==> config.mk <==
export PLATFORM = sky130hd
export DESIGN_NAME = polyline_lateral_and_heading_deviation_flat
export DESIGN_NICKNAME = d
export VERILOG_FILES = /design/src/hw/rtl/pld_pkg.sv /design/src/hw/rtl/pld_pt_if.sv /design/src/hw/rtl/pld_res_if.sv /design/src/hw/rtl/polyline_lateral_and_heading_deviation.sv /design/src/flat_wrapper.sv
export SDC_FILE = /design/constraint.sdc
export NUM_CORES = 2
export LEC_CHECK = 0
export BUFFER_PORTS_ARGS = -buffer_cell sky130_fd_sc_hd__buf_2
export CAP_MARGIN = 30
export CELL_PAD_IN_SITES_DETAIL_PLACEMENT = 1
export CELL_PAD_IN_SITES_GLOBAL_PLACEMENT = 2
export CORE_ASPECT_RATIO = 0.75
export CORE_UTILIZATION = 42
export DETAILED_ROUTE_END_ITERATION = 12
export GPL_ROUTABILITY_DRIVEN = 1
export HOLD_SLACK_MARGIN = 0.1
export PLACE_DENSITY = 0.81
export SLEW_MARGIN = 15
export SYNTH_ARGS = -nofsm -noshare
export SYNTH_HDL_FRONTEND = slang
export SYNTH_SLANG_ARGS = --single-unit
==> constraint.sdc <==
create_clock -name i_clk -period 17.5 [get_ports i_clk]
set_input_delay 2.625 -clock i_clk [delete_from_list [all_inputs] [get_ports i_clk]]
set_output_delay 2.625 -clock i_clk [all_outputs]
set_load 0.02 [all_outputs]
==> src/hw/rtl/pld_pkg.sv <==
// Shared types, constants and the arctangent table of the polyline deviation block.
`timescale 1ns / 1ps
`default_nettype none
package pld_pkg;

    localparam int COORD_BITS_DEF = 12;
    localparam int CORDIC_STEPS   = 21;
    localparam int ACC_W          = 25;
    localparam int HEAD_W         = 16;
    localparam int HEAD_MAX       = 18000;
    localparam int QUARTER_TURN   = 90 * 25600;
    localparam int CENTER_X_RST   = 320;
    localparam int CENTER_Y_RST   = 240;

    // Configuration register indexes.
    localparam logic REG_CENTER_X = 1'b0;
    localparam logic REG_CENTER_Y = 1'b1;

    typedef enum logic [3:0] {
        S_IDLE,
        S_MUL1,
        S_MUL2,
        S_MUL3,
        S_MUL4,
        S_SEL,
        S_DLD,
        S_DIV,
        S_DEND,
        S_DST1,
        S_DST2,
        S_HINIT,
        S_HITER,
        S_EMIT
    } t_state;

    // atan(2^-i) in 1/256 of a hundredth of a degree.
    function automatic logic signed [ACC_W-1:0] atan_step(input logic [4:0] idx);
        logic signed [ACC_W-1:0] v;
        unique case (idx)
            5'd0:    v = 25'sd1152000;
            5'd1:    v = 25'sd680065;
            5'd2:    v = 25'sd359328;
            5'd3:    v = 25'sd182400;
            5'd4:    v = 25'sd91554;
            5'd5:    v = 25'sd45822;
            5'd6:    v = 25'sd22916;
            5'd7:    v = 25'sd11459;
            5'd8:    v = 25'sd5730;
            5'd9:    v = 25'sd2865;
            5'd10:   v = 25'sd1432;
            5'd11:   v = 25'sd716;
            5'd12:   v = 25'sd358;
            5'd13:   v = 25'sd179;
            5'd14:   v = 25'sd90;
            5'd15:   v = 25'sd45;
            5'd16:   v = 25'sd22;
            5'd17:   v = 25'sd11;
            5'd18:   v = 25'sd6;
            5'd19:   v = 25'sd3;
            5'd20:   v = 25'sd1;
            default: v = '0;
        endcase
        return v;
    endfunction

endpackage
`default_nettype wire

==> src/hw/rtl/pld_pt_if.sv <==
// Handshake channel that carries one polyline vertex item.
`timescale 1ns / 1ps
`default_nettype none
interface pld_pt_if
    import pld_pkg::*;
#(
    parameter int COORD_BITS = COORD_BITS_DEF
);
    logic                  valid;
    logic                  ready;
    logic [COORD_BITS-1:0] point_x;
    logic [COORD_BITS-1:0] point_y;
    logic                  last_point;

    modport source(output valid, output point_x, output point_y, output last_point,
                   input ready);
    modport sink(input valid, input point_x, input point_y, input last_point,
                 output ready);
endinterface
`default_nettype wire

==> src/hw/rtl/pld_res_if.sv <==
// Handshake channel that carries one deviation result item.
`timescale 1ns / 1ps
`default_nettype none
interface pld_res_if
    import pld_pkg::*;
#(
    parameter int COORD_BITS = COORD_BITS_DEF
);
    logic                      valid;
    logic                      ready;
    logic signed [COORD_BITS:0] lateral_offset;
    logic signed [HEAD_W-1:0]  heading_centideg;
    logic                      line_found;

    modport source(output valid, output lateral_offset, output heading_centideg,
                   output line_found, input ready);
    modport sink(input valid, input lateral_offset, input heading_centideg,
                 input line_found, output ready);
endinterface
`default_nettype wire

==> src/hw/rtl/polyline_lateral_and_heading_deviation.sv <==
// Top level of the polyline lateral offset and heading deviation block.
`timescale 1ns / 1ps
`default_nettype none
// Vertices of a polyline arrive one item at a time on i_pt. Each segment between
// consecutive vertices has the reference point (center_x, center_y) projected
// onto it with the parameter clamped to the segment, the projection truncated
// toward minus infinity to whole pixels, and the nearest projection is kept
// (the earliest one wins a tie). The first vertex with the smallest y is kept
// as well. The vertex marked last_point produces one result item: the lateral
// offset of the nearest projection from center_x and the heading toward the
// topmost vertex in rounded hundredths of a degree. A polyline with fewer than
// two vertices gives zeros with line_found low. After the result the polyline
// state is cleared; the center registers keep their values.
// Flow: the block works on one vertex at a time. The first vertex of a polyline
// is taken in idle alone. Every later vertex passes the multiply states S_MUL1 to
// S_MUL4, the select state S_SEL and, when the projection falls inside the
// segment, two bit-serial divisions (S_DLD, S_DIV, S_DEND), then the distance
// states S_DST1 and S_DST2 and the return to idle. The shared restoring divider
// gives one quotient bit per cycle. The last vertex adds CORDIC vectoring in
// S_HINIT and S_HITER and the result register load in S_EMIT. The result register
// frees the input side: a new polyline may start while a result waits.
// Center registers are written through i_cfg_we / i_cfg_idx / i_cfg_data; the
// user must write them only while the block is idle, as the block does not
// enforce it; register 0 is center_x and register 1 is center_y.
module polyline_lateral_and_heading_deviation
    import pld_pkg::*;
#(
    parameter int COORD_BITS = COORD_BITS_DEF
) (
    input  wire logic                  i_clk,
    input  wire logic                  i_rst_n,
    input  wire logic                  i_cfg_we,
    input  wire logic                  i_cfg_idx,
    input  wire logic [COORD_BITS-1:0] i_cfg_data,
    pld_pt_if.sink                     i_pt,
    pld_res_if.source                  o_res
);

    localparam int CB    = COORD_BITS;
    localparam int DW    = CB + 1;       // coordinate difference, signed
    localparam int NW    = 2 * CB + 3;   // projection numerator, signed
    localparam int EW    = 2 * CB + 1;   // segment length squared
    localparam int BW    = 2 * CB + 2;   // best squared distance
    localparam int PW    = NW + DW;      // multiplier product
    localparam int QW    = 3 * CB + 1;   // dividend of the projection offset
    localparam int CW    = CB + 19;      // CORDIC vector components
    localparam int CMAX  = (CB > CORDIC_STEPS) ? CB : CORDIC_STEPS;
    localparam int CNT_W = $clog2(CMAX + 1);

    t_state r_state, n_state;

    logic [CB-1:0] r_cx, r_cy;
    logic [CB-1:0] r_prev_x, r_prev_y, r_top_x, r_top_y, r_best_px;
    logic [1:0]    r_count;
    logic [BW-1:0] r_best;
    logic          r_last;

    logic [CB-1:0]        r_ax, r_ay, r_bx, r_by, r_qx, r_qy;
    logic signed [DW-1:0] r_dx, r_dy;
    logic signed [NW-1:0] r_num;
    logic [EW-1:0]        r_den;
    logic                 r_axis;
    logic [EW-1:0]        r_rem;
    logic [CB-1:0]        r_lo;
    logic [CB-1:0]        r_q;
    logic [CNT_W-1:0]     r_cnt;
    logic [BW-1:0]        r_sq;

    logic signed [CW-1:0]    r_re, r_im;
    logic signed [ACC_W-1:0] r_acc;
    logic                    r_hzero;

    logic                      r_ov;
    logic signed [CB:0]        r_lat;
    logic signed [HEAD_W-1:0]  r_head;
    logic                      r_found;

    // Control decoded from the state.
    logic w_accept, w_emit_go;

    // Shared multiplier.
    logic signed [NW-1:0] w_ma;
    logic signed [DW-1:0] w_mb;
    logic signed [PW-1:0] w_prod;

    logic signed [DW-1:0] w_cxa, w_cya, w_ex, w_ey, w_dsel, w_dmag;
    logic signed [DW-1:0] w_hx, w_hy;
    logic [CB-1:0]        w_asel;
    logic [EW:0]          w_trial;
    logic                 w_qbit;
    logic signed [CB+1:0] w_off, w_qc;
    logic [BW-1:0]        w_dist;
    logic signed [CW-1:0] w_re_sh, w_im_sh;
    logic signed [ACC_W-1:0] w_hsum, w_hr;
    logic signed [HEAD_W-1:0] w_head;
    logic                 w_num_le0;

    assign w_cxa = $signed({1'b0, r_cx}) - $signed({1'b0, r_ax});
    assign w_cya = $signed({1'b0, r_cy}) - $signed({1'b0, r_ay});
    assign w_ex  = $signed({1'b0, r_cx}) - $signed({1'b0, r_qx});
    assign w_ey  = $signed({1'b0, r_cy}) - $signed({1'b0, r_qy});
    assign w_hx  = $signed({1'b0, r_top_x}) - $signed({1'b0, r_cx});
    assign w_hy  = $signed({1'b0, r_cy}) - $signed({1'b0, r_top_y});

    // The numerator is zero or negative: the projection clamps to the start.
    assign w_num_le0 = r_num[NW-1] || (r_num == '0);

    assign w_dsel = r_axis ? r_dy : r_dx;
    assign w_dmag = w_dsel[DW-1] ? -w_dsel : w_dsel;
    assign w_asel = r_axis ? r_ay : r_ax;

    always_comb begin
        w_ma = '0;
        w_mb = '0;
        unique case (r_state)
            S_MUL1: begin
                w_ma = NW'(w_cxa);
                w_mb = r_dx;
            end
            S_MUL2: begin
                w_ma = NW'(w_cya);
                w_mb = r_dy;
            end
            S_MUL3: begin
                w_ma = NW'(r_dx);
                w_mb = r_dx;
            end
            S_MUL4: begin
                w_ma = NW'(r_dy);
                w_mb = r_dy;
            end
            S_DLD: begin
                w_ma = r_num;
                w_mb = w_dmag;
            end
            S_DST1: begin
                w_ma = NW'(w_ex);
                w_mb = w_ex;
            end
            S_DST2: begin
                w_ma = NW'(w_ey);
                w_mb = w_ey;
            end
            default: begin
                w_ma = '0;
                w_mb = '0;
            end
        endcase
    end

    assign w_prod = PW'(w_ma) * PW'(w_mb);

    // One restoring division step; the dividend enters one bit per cycle.
    assign w_trial = {r_rem, r_lo[CB-1]};
    assign w_qbit  = (w_trial >= {1'b0, r_den});

    // Floor of the signed quotient from the magnitude quotient and remainder.
    always_comb begin
        if (w_dsel[DW-1]) begin
            w_off = -$signed({2'b0, r_q}) - $signed({{(CB+1){1'b0}}, (r_rem != '0)});
        end else begin
            w_off = $signed({2'b0, r_q});
        end
        w_qc = $signed({2'b0, w_asel}) + w_off;
    end

    assign w_dist = r_sq + w_prod[BW-1:0];

    assign w_re_sh = r_re >>> r_cnt;
    assign w_im_sh = r_im >>> r_cnt;

    assign w_hsum = r_acc + ACC_W'(128);
    assign w_hr   = w_hsum >>> 8;

    always_comb begin
        if (r_hzero) begin
            w_head = '0;
        end else if (w_hr > ACC_W'(HEAD_MAX)) begin
            w_head = HEAD_W'(HEAD_MAX);
        end else if (w_hr < -ACC_W'(HEAD_MAX)) begin
            w_head = -HEAD_W'(HEAD_MAX);
        end else begin
            w_head = w_hr[HEAD_W-1:0];
        end
    end

    // Next state.
    always_comb begin
        n_state = r_state;
        unique case (r_state)
            S_IDLE: begin
                if (i_pt.valid) begin
                    if (r_count == 2'd0) begin
                        n_state = i_pt.last_point ? S_EMIT : S_IDLE;
                    end else begin
                        n_state = S_MUL1;
                    end
                end
            end
            S_MUL1: n_state = S_MUL2;
            S_MUL2: n_state = S_MUL3;
            S_MUL3: n_state = S_MUL4;
            S_MUL4: n_state = S_SEL;
            S_SEL: begin
                if (r_den == '0 || w_num_le0 || r_num >= $signed({2'b0, r_den})) begin
                    n_state = S_DST1;
                end else begin
                    n_state = S_DLD;
                end
            end
            S_DLD: n_state = S_DIV;
            S_DIV: begin
                if (r_cnt == CNT_W'(CB - 1)) begin
                    n_state = S_DEND;
                end
            end
            S_DEND: n_state = r_axis ? S_DST1 : S_DLD;
            S_DST1: n_state = S_DST2;
            S_DST2: n_state = r_last ? S_HINIT : S_IDLE;
            S_HINIT: n_state = S_HITER;
            S_HITER: begin
                if (r_cnt == CNT_W'(CORDIC_STEPS - 1)) begin
                    n_state = S_EMIT;
                end
            end
            S_EMIT: begin
                if (!r_ov || o_res.ready) begin
                    n_state = S_IDLE;
                end
            end
            default: n_state = S_IDLE;
        endcase
    end

    // Handshake and control outputs.
    always_comb begin
        i_pt.ready = (r_state == S_IDLE);
        w_accept   = (r_state == S_IDLE) && i_pt.valid;
        w_emit_go  = (r_state == S_EMIT) && (!r_ov || o_res.ready);
    end

    assign o_res.valid            = r_ov;
    assign o_res.lateral_offset   = r_lat;
    assign o_res.heading_centideg = r_head;
    assign o_res.line_found       = r_found;

    // Control state and configuration.
    always_ff @(posedge i_clk) begin
        if (!i_rst_n) begin
            r_state   <= S_IDLE;
            r_cx      <= CB'(CENTER_X_RST);
            r_cy      <= CB'(CENTER_Y_RST);
            r_prev_x  <= '0;
            r_prev_y  <= '0;
            r_top_x   <= '0;
            r_top_y   <= '0;
            r_best_px <= '0;
            r_count   <= '0;
            r_best    <= '1;
            r_ov      <= 1'b0;
        end else begin
            r_state <= n_state;
            if (i_cfg_we) begin
                unique case (i_cfg_idx)
                    REG_CENTER_X: r_cx <= i_cfg_data;
                    REG_CENTER_Y: r_cy <= i_cfg_data;
                    default: ;
                endcase
            end
            if (w_emit_go) begin
                r_ov <= 1'b1;
            end else if (o_res.ready) begin
                r_ov <= 1'b0;
            end
            if (w_accept) begin
                r_prev_x <= i_pt.point_x;
                r_prev_y <= i_pt.point_y;
                if (r_count != 2'd2) begin
                    r_count <= r_count + 2'd1;
                end
                if (r_count == 2'd0 || i_pt.point_y < r_top_y) begin
                    r_top_x <= i_pt.point_x;
                    r_top_y <= i_pt.point_y;
                end
            end
            if (r_state == S_DST2 && w_dist < r_best) begin
                r_best    <= w_dist;
                r_best_px <= r_qx;
            end
            if (w_emit_go) begin
                r_prev_x  <= '0;
                r_prev_y  <= '0;
                r_top_x   <= '0;
                r_top_y   <= '0;
                r_best_px <= '0;
                r_count   <= '0;
                r_best    <= '1;
            end
        end
    end

    // Datapath registers.
    always_ff @(posedge i_clk) begin
        if (w_accept) begin
            r_last <= i_pt.last_point;
            r_ax   <= r_prev_x;
            r_ay   <= r_prev_y;
            r_bx   <= i_pt.point_x;
            r_by   <= i_pt.point_y;
            r_dx   <= $signed({1'b0, i_pt.point_x}) - $signed({1'b0, r_prev_x});
            r_dy   <= $signed({1'b0, i_pt.point_y}) - $signed({1'b0, r_prev_y});
        end
        unique case (r_state)
            S_MUL1: r_num <= w_prod[NW-1:0];
            S_MUL2: r_num <= r_num + w_prod[NW-1:0];
            S_MUL3: r_den <= w_prod[EW-1:0];
            S_MUL4: r_den <= r_den + w_prod[EW-1:0];
            S_SEL: begin
                r_axis <= 1'b0;
                if (r_den == '0 || w_num_le0) begin
                    r_qx <= r_ax;
                    r_qy <= r_ay;
                end else if (r_num >= $signed({2'b0, r_den})) begin
                    r_qx <= r_bx;
                    r_qy <= r_by;
                end
            end
            S_DLD: begin
                r_rem <= w_prod[QW-1:CB];
                r_lo  <= w_prod[CB-1:0];
                r_q   <= '0;
                r_cnt <= '0;
            end
            S_DIV: begin
                r_rem <= w_qbit ? EW'(w_trial - {1'b0, r_den}) : w_trial[EW-1:0];
                r_lo  <= {r_lo[CB-2:0], 1'b0};
                r_q   <= {r_q[CB-2:0], w_qbit};
                r_cnt <= r_cnt + CNT_W'(1);
            end
            S_DEND: begin
                if (r_axis) begin
                    r_qy <= w_qc[CB-1:0];
                end else begin
                    r_qx <= w_qc[CB-1:0];
                end
                r_axis <= 1'b1;
            end
            S_DST1: r_sq <= w_prod[BW-1:0];
            S_HINIT: begin
                r_cnt   <= '0;
                r_hzero <= (w_hx == '0) && (w_hy == '0);
                if (w_hy < 0) begin
                    if (w_hx >= 0) begin
                        r_re  <= CW'(w_hx) <<< 16;
                        r_im  <= CW'(-w_hy) <<< 16;
                        r_acc <= ACC_W'(QUARTER_TURN);
                    end else begin
                        r_re  <= CW'(-w_hx) <<< 16;
                        r_im  <= CW'(w_hy) <<< 16;
                        r_acc <= -ACC_W'(QUARTER_TURN);
                    end
                end else begin
                    r_re  <= CW'(w_hy) <<< 16;
                    r_im  <= CW'(w_hx) <<< 16;
                    r_acc <= '0;
                end
            end
            S_HITER: begin
                if (r_im > 0) begin
                    r_re  <= r_re + w_im_sh;
                    r_im  <= r_im - w_re_sh;
                    r_acc <= r_acc + atan_step(5'(r_cnt));
                end else begin
                    r_re  <= r_re - w_im_sh;
                    r_im  <= r_im + w_re_sh;
                    r_acc <= r_acc - atan_step(5'(r_cnt));
                end
                r_cnt <= r_cnt + CNT_W'(1);
            end
            default: ;
        endcase
        if (w_emit_go) begin
            r_found <= (r_count == 2'd2);
            if (r_count == 2'd2) begin
                r_lat  <= $signed({1'b0, r_best_px}) - $signed({1'b0, r_cx});
                r_head <= w_head;
            end else begin
                r_lat  <= '0;
                r_head <= '0;
            end
        end
    end

endmodule
`default_nettype wire

==> src/flat_wrapper.sv <==
// flat-port wrapper written by rule: the top's interface ports become plain ports
module polyline_lateral_and_heading_deviation_flat import pld_pkg::*;
#(
    parameter int COORD_BITS = COORD_BITS_DEF
)
  (i_clk, i_rst_n, i_cfg_we, i_cfg_idx, i_cfg_data, i_pt_valid, i_pt_point_x, i_pt_point_y, i_pt_last_point, i_pt_ready, o_res_valid, o_res_lateral_offset, o_res_heading_centideg, o_res_line_found, o_res_ready);
  pld_pt_if #(.COORD_BITS(COORD_BITS)) i_pt_i ();
  pld_res_if #(.COORD_BITS(COORD_BITS)) o_res_i ();
  input  wire logic i_clk;
  input  wire logic i_rst_n;
  input  wire logic i_cfg_we;
  input  wire logic i_cfg_idx;
  input  wire logic [COORD_BITS-1:0] i_cfg_data;
  input wire logic [$bits(i_pt_i.valid)-1:0] i_pt_valid;
  input wire logic [$bits(i_pt_i.point_x)-1:0] i_pt_point_x;
  input wire logic [$bits(i_pt_i.point_y)-1:0] i_pt_point_y;
  input wire logic [$bits(i_pt_i.last_point)-1:0] i_pt_last_point;
  output wire logic [$bits(i_pt_i.ready)-1:0] i_pt_ready;
  output wire logic [$bits(o_res_i.valid)-1:0] o_res_valid;
  output wire logic [$bits(o_res_i.lateral_offset)-1:0] o_res_lateral_offset;
  output wire logic [$bits(o_res_i.heading_centideg)-1:0] o_res_heading_centideg;
  output wire logic [$bits(o_res_i.line_found)-1:0] o_res_line_found;
  input wire logic [$bits(o_res_i.ready)-1:0] o_res_ready;
  assign i_pt_i.valid = i_pt_valid;
  assign i_pt_i.point_x = i_pt_point_x;
  assign i_pt_i.point_y = i_pt_point_y;
  assign i_pt_i.last_point = i_pt_last_point;
  assign i_pt_ready = i_pt_i.ready;
  assign o_res_valid = o_res_i.valid;
  assign o_res_lateral_offset = o_res_i.lateral_offset;
  assign o_res_heading_centideg = o_res_i.heading_centideg;
  assign o_res_line_found = o_res_i.line_found;
  assign o_res_i.ready = o_res_ready;
  polyline_lateral_and_heading_deviation #(.COORD_BITS(COORD_BITS)) u_core (.i_clk(i_clk), .i_rst_n(i_rst_n), .i_cfg_we(i_cfg_we), .i_cfg_idx(i_cfg_idx), .i_cfg_data(i_cfg_data), .i_pt(i_pt_i), .o_res(o_res_i));
endmodule
==> metrics.md <==
| Metric | Value |
|---|---|
| Layout filler cell count | around 15000 |
| Core area | ~130000 um^2 |
| Final setup TNS | 0 ns |
| Area Growth Syn to Fin | 8.606% |
| XOR/XNOR Fraction of Synth Area | 6.342% |
| Wirelength per Cell | 26.73 um |
| Share of layout cells above drive strength 1 | between 7 and 8% |
| Die W | around 410 um |
| CP max FO | 26 |
| Hold path start | u_core.r_prev_y[2] |
| Final min period | around 14 ns |
| Distinct cells, synth | about 100 |
| CP required | about 18 ns |
| Syn Area/Cell | roughly 8.8 um^2 |
| Synth top area share | 19.77% |
| Vias/cell | 6.076 |
| Cell Rows | roughly 110 |
| FF+latch count, synth | between 400 and 500 |
| Worst hold endpoint | u_core.r_ay[2] |
| Unrepaired setup endpoints after global routing | false |
| Die Y | roughly 310 um |
| Post-Syn Instances | 6016 |
| Drc violations | 0 |
| Worst Skew | 0.05810 ns |
| # hold bufs at CTS | 0 |
| Vias in the first global route | about 46000 |
| Hold crit path type | reg -> reg |
| First DRT Iteration DRCs | approximately 4800 |
| Mux contribution to synthesized area | 6.220% |
| # resized after CTS | 0 |
| Post-CTS setup buffers | 0 |
| Slew Viols, Final | 0 |
| Dpl hpwl | between 150000 and 200000 um |
| R2R setup slack | 3.55 ns |
| CTS Buffer Depth | 3 |
| Drt first pass iters | 7 |
| Final hold slack | between 0.4 and 0.5 ns |
| H-tree levels | 2 |
| Leading area contributor after synthesis | edfxtp_1 |
| Final period util | about four fifths |
| Crit path kind | reg -> reg |
| GRT overflow | 0 |
| Vias | around 47000 |
| Crit. End Element | register |
| CTS root buffer | clkbuf_16 |
| Post-synth EDFFs | 350 |
| Ports | 75 |
| Fin nets | about 6900 |
| Global-route wire length before repair | approximately 300000 um |
| Synth Warn # | 0 |
| Status | finished clean |
| GRT Resource Usage Total | roughly a third |
| Reg2Reg Depth | 40 |
| Sink Count | just under 500 |
| Crit path DAT | 14.53 ns |
| Max-cap violations | 0 |
| Fin. Hold Viols | 0 |
| Initial Util | ~43% |
| CP max stage cell | o311ai_0 |
| RR Endpoint | u_core.r_best_px[11] |
| Async SR Flop Fraction | 0% |
| CP most frequent cell | fa_1 |
| Non-Filler Instances | just under 8000 |
| Total wire length | just over 200000 um |
| Sequential fraction of the synthesis area | around a quarter |
| Worst R2R Start | u_core.r_cx[1] |
| Finished Core Util | a little under half |
| CP peak stage delay | approximately 0.94 ns |
| Die area | between 100000 and 150000 um^2 |
| Slew at the pin closest to its max-slew limit | 1.134 ns |
| Top cells by count, synth | 759 x nand2_1, 567 x inv_1, 485 x ha_1 |
| CTS tree | done |
| Ys flop type | edfxtp_1 |
| Max Fclk | just over 70 MHz |
| Startpoint Class | register |
| Post-route ant nets | 0 |
| Mapped Nets | ~6900 |
| Synth Area in Simple Gates | 16.06% |
| Cell with the most instances after synthesis | nand2_1 |
| Area contributors post-synth | edfxtp_1 20%, fa_1 12%, ha_1 11% |
| Relative slew margins | between 20% and 30% |
| Post-synthesis adder-cell area fraction | 23.31% |
| CTS buffer count | a little under 60 |
| Worst-Skew Late Latency | 0.73 ns |
| Placed cells | 7627 |
| Final GP Congestion | ~1 |
| Final setup vio count | 0 |
| Initial antenna violation count | 13 |
| IO buf count | 74 |
| Clock transition at path regs | 0.06 ns |
| Worst Hold Path Cells | 0 |
| Post-Syn Area | about 53000 um^2 |
| Largest family of logic cells by synthesized area | adder cells |
| Post-synthesis compound-gate area fraction | between 10% and 20% |
| Largest net degree at the start of global routing | 68 |
-- critical path: cells and delay by family (launching register included) --
kind | cells | cell delay [ns]
compound gates | 13 | 4.54
buf+inv | 5 | 1.82
simple gates | 9 | 2.01
mux | 1 | 0.27
flops | 1 | 0.37
fa+ha+maj | 10 | 3.96
xor+xnor | 2 | 0.79
-- state kept, by name, indices dropped and copies added, names as in the netlist, 13 cells and up, named ones only --
register	count
u_core.r_dy	13
u_core.r_im	31
u_core.r_best	26
u_core.o_res.heading_centideg	16
u_core.r_acc	25
u_core.r_sq	26
u_core.r_dx	13
u_core.r_re	31
u_core.o_res.lateral_offset	13
u_core.r_rem	25
u_core.r_den	25
u_core.r_num	27
-- how the worst max path moves through the flow --
stage | from | to | slack, ns | cells past startpoint
6_report | u_core.r_cx[1] | u_core.r_best_px[11] | 3.55 | 40
3_3_place_gp | u_core.r_state[1] | u_core.r_best_px[3] | 3.69 | 39
3_5_place_dp | u_core.r_state[1] | u_core.r_best_px[11] | 3.24 | 39
5_1_grt | u_core.r_cx[1] | u_core.r_best_px[11] | 3.03 | 45
2_1_floorplan | u_core.r_state[2] | u_core.r_best_px[0] | 5.17 | 40
4_1_cts | u_core.r_state[1] | u_core.r_best_px[11] | 3.15 | 39
-- layout by cell type (no fill, tap or decap), drive strengths merged, types with 16 or more instances in the layout --
| cell type | count |
|---|---|
| o22ai | 22 |
| nor3b | 17 |
| and2 | 69 |
| o21a | 64 |
| mux4 | 71 |
| a21o | 119 |
| clkinv | 27 |
| and3 | 36 |
| ha | 485 |
| nand3 | 77 |
| xnor2 | 222 |
| o21ai | 354 |
| o31ai | 33 |
| dfxtp | 138 |
| mux2i | 132 |
| nor3 | 96 |
| clkbuf | 73 |
| or3 | 39 |
| fa | 316 |
| xor2 | 163 |
| o31a | 19 |
| nand4 | 41 |
| a222oi | 16 |
| or2 | 23 |
| mux2 | 32 |
| a211oi | 57 |
| nor2b | 77 |
| nand2b | 80 |
| o21bai | 25 |
| edfxtp | 350 |
| nand2 | 759 |
| a21boi | 55 |
| nor2 | 475 |
| a21oi | 410 |
| buf | 192 |
| a31oi | 46 |
| o211ai | 66 |
| nor4 | 43 |
| inv | 574 |
-- area by class of cell --
| class | count | area (um^2) | share of cell area (%) |
|---|---|---|---|
| repair buffers | 192 | 1325 | 2.295 |
| clock inverters | 39 | 404.1 | 0.6999 |
| multi-input cells | 4730 | 36930 | 63.96 |
| diodes | 4 | 10.01 | 0.01734 |
| well taps | 1653 | 2068 | 3.582 |
| inverters | 572 | 2150 | 3.723 |
| flip-flops and latches | 488 | 13270 | 22.99 |
| clock buffers | 73 | 1579 | 2.735 |
-- layer usage --
metal,GRT usage (%),vias to the layer above,routed length [um]
li1,-,21220,-
met5,0,-,13
met3,7.984,218,21130
met4,7.243,2,4946
met2,43.74,1692,81380
met1,49.41,23960,99720
-- through the flow --
stage | area (um^2) | setup slack (ns)
2_1_floorplan | 53170 | 5.172
3_5_place_dp | 55660 | 3.237
4_1_cts | 57640 | 3.147
6_report | 57740 | 3.555
3_3_place_gp | 55570 | 3.688
5_1_grt | 57730 | 3.032
-- cell families after synthesis --
group                    after synthesis
AO/OA/AOI/OAI                       1444
XOR/XNOR                             385
adder cells (fa/ha/maj)              801
buffers and inverters                798
flip-flops                           488
multiplexers                         235
AND/OR/NAND/NOR                     1865
Power is not shown: default switching activity piles up to over one toggle a cycle in this logic, so the estimate is an artifact.
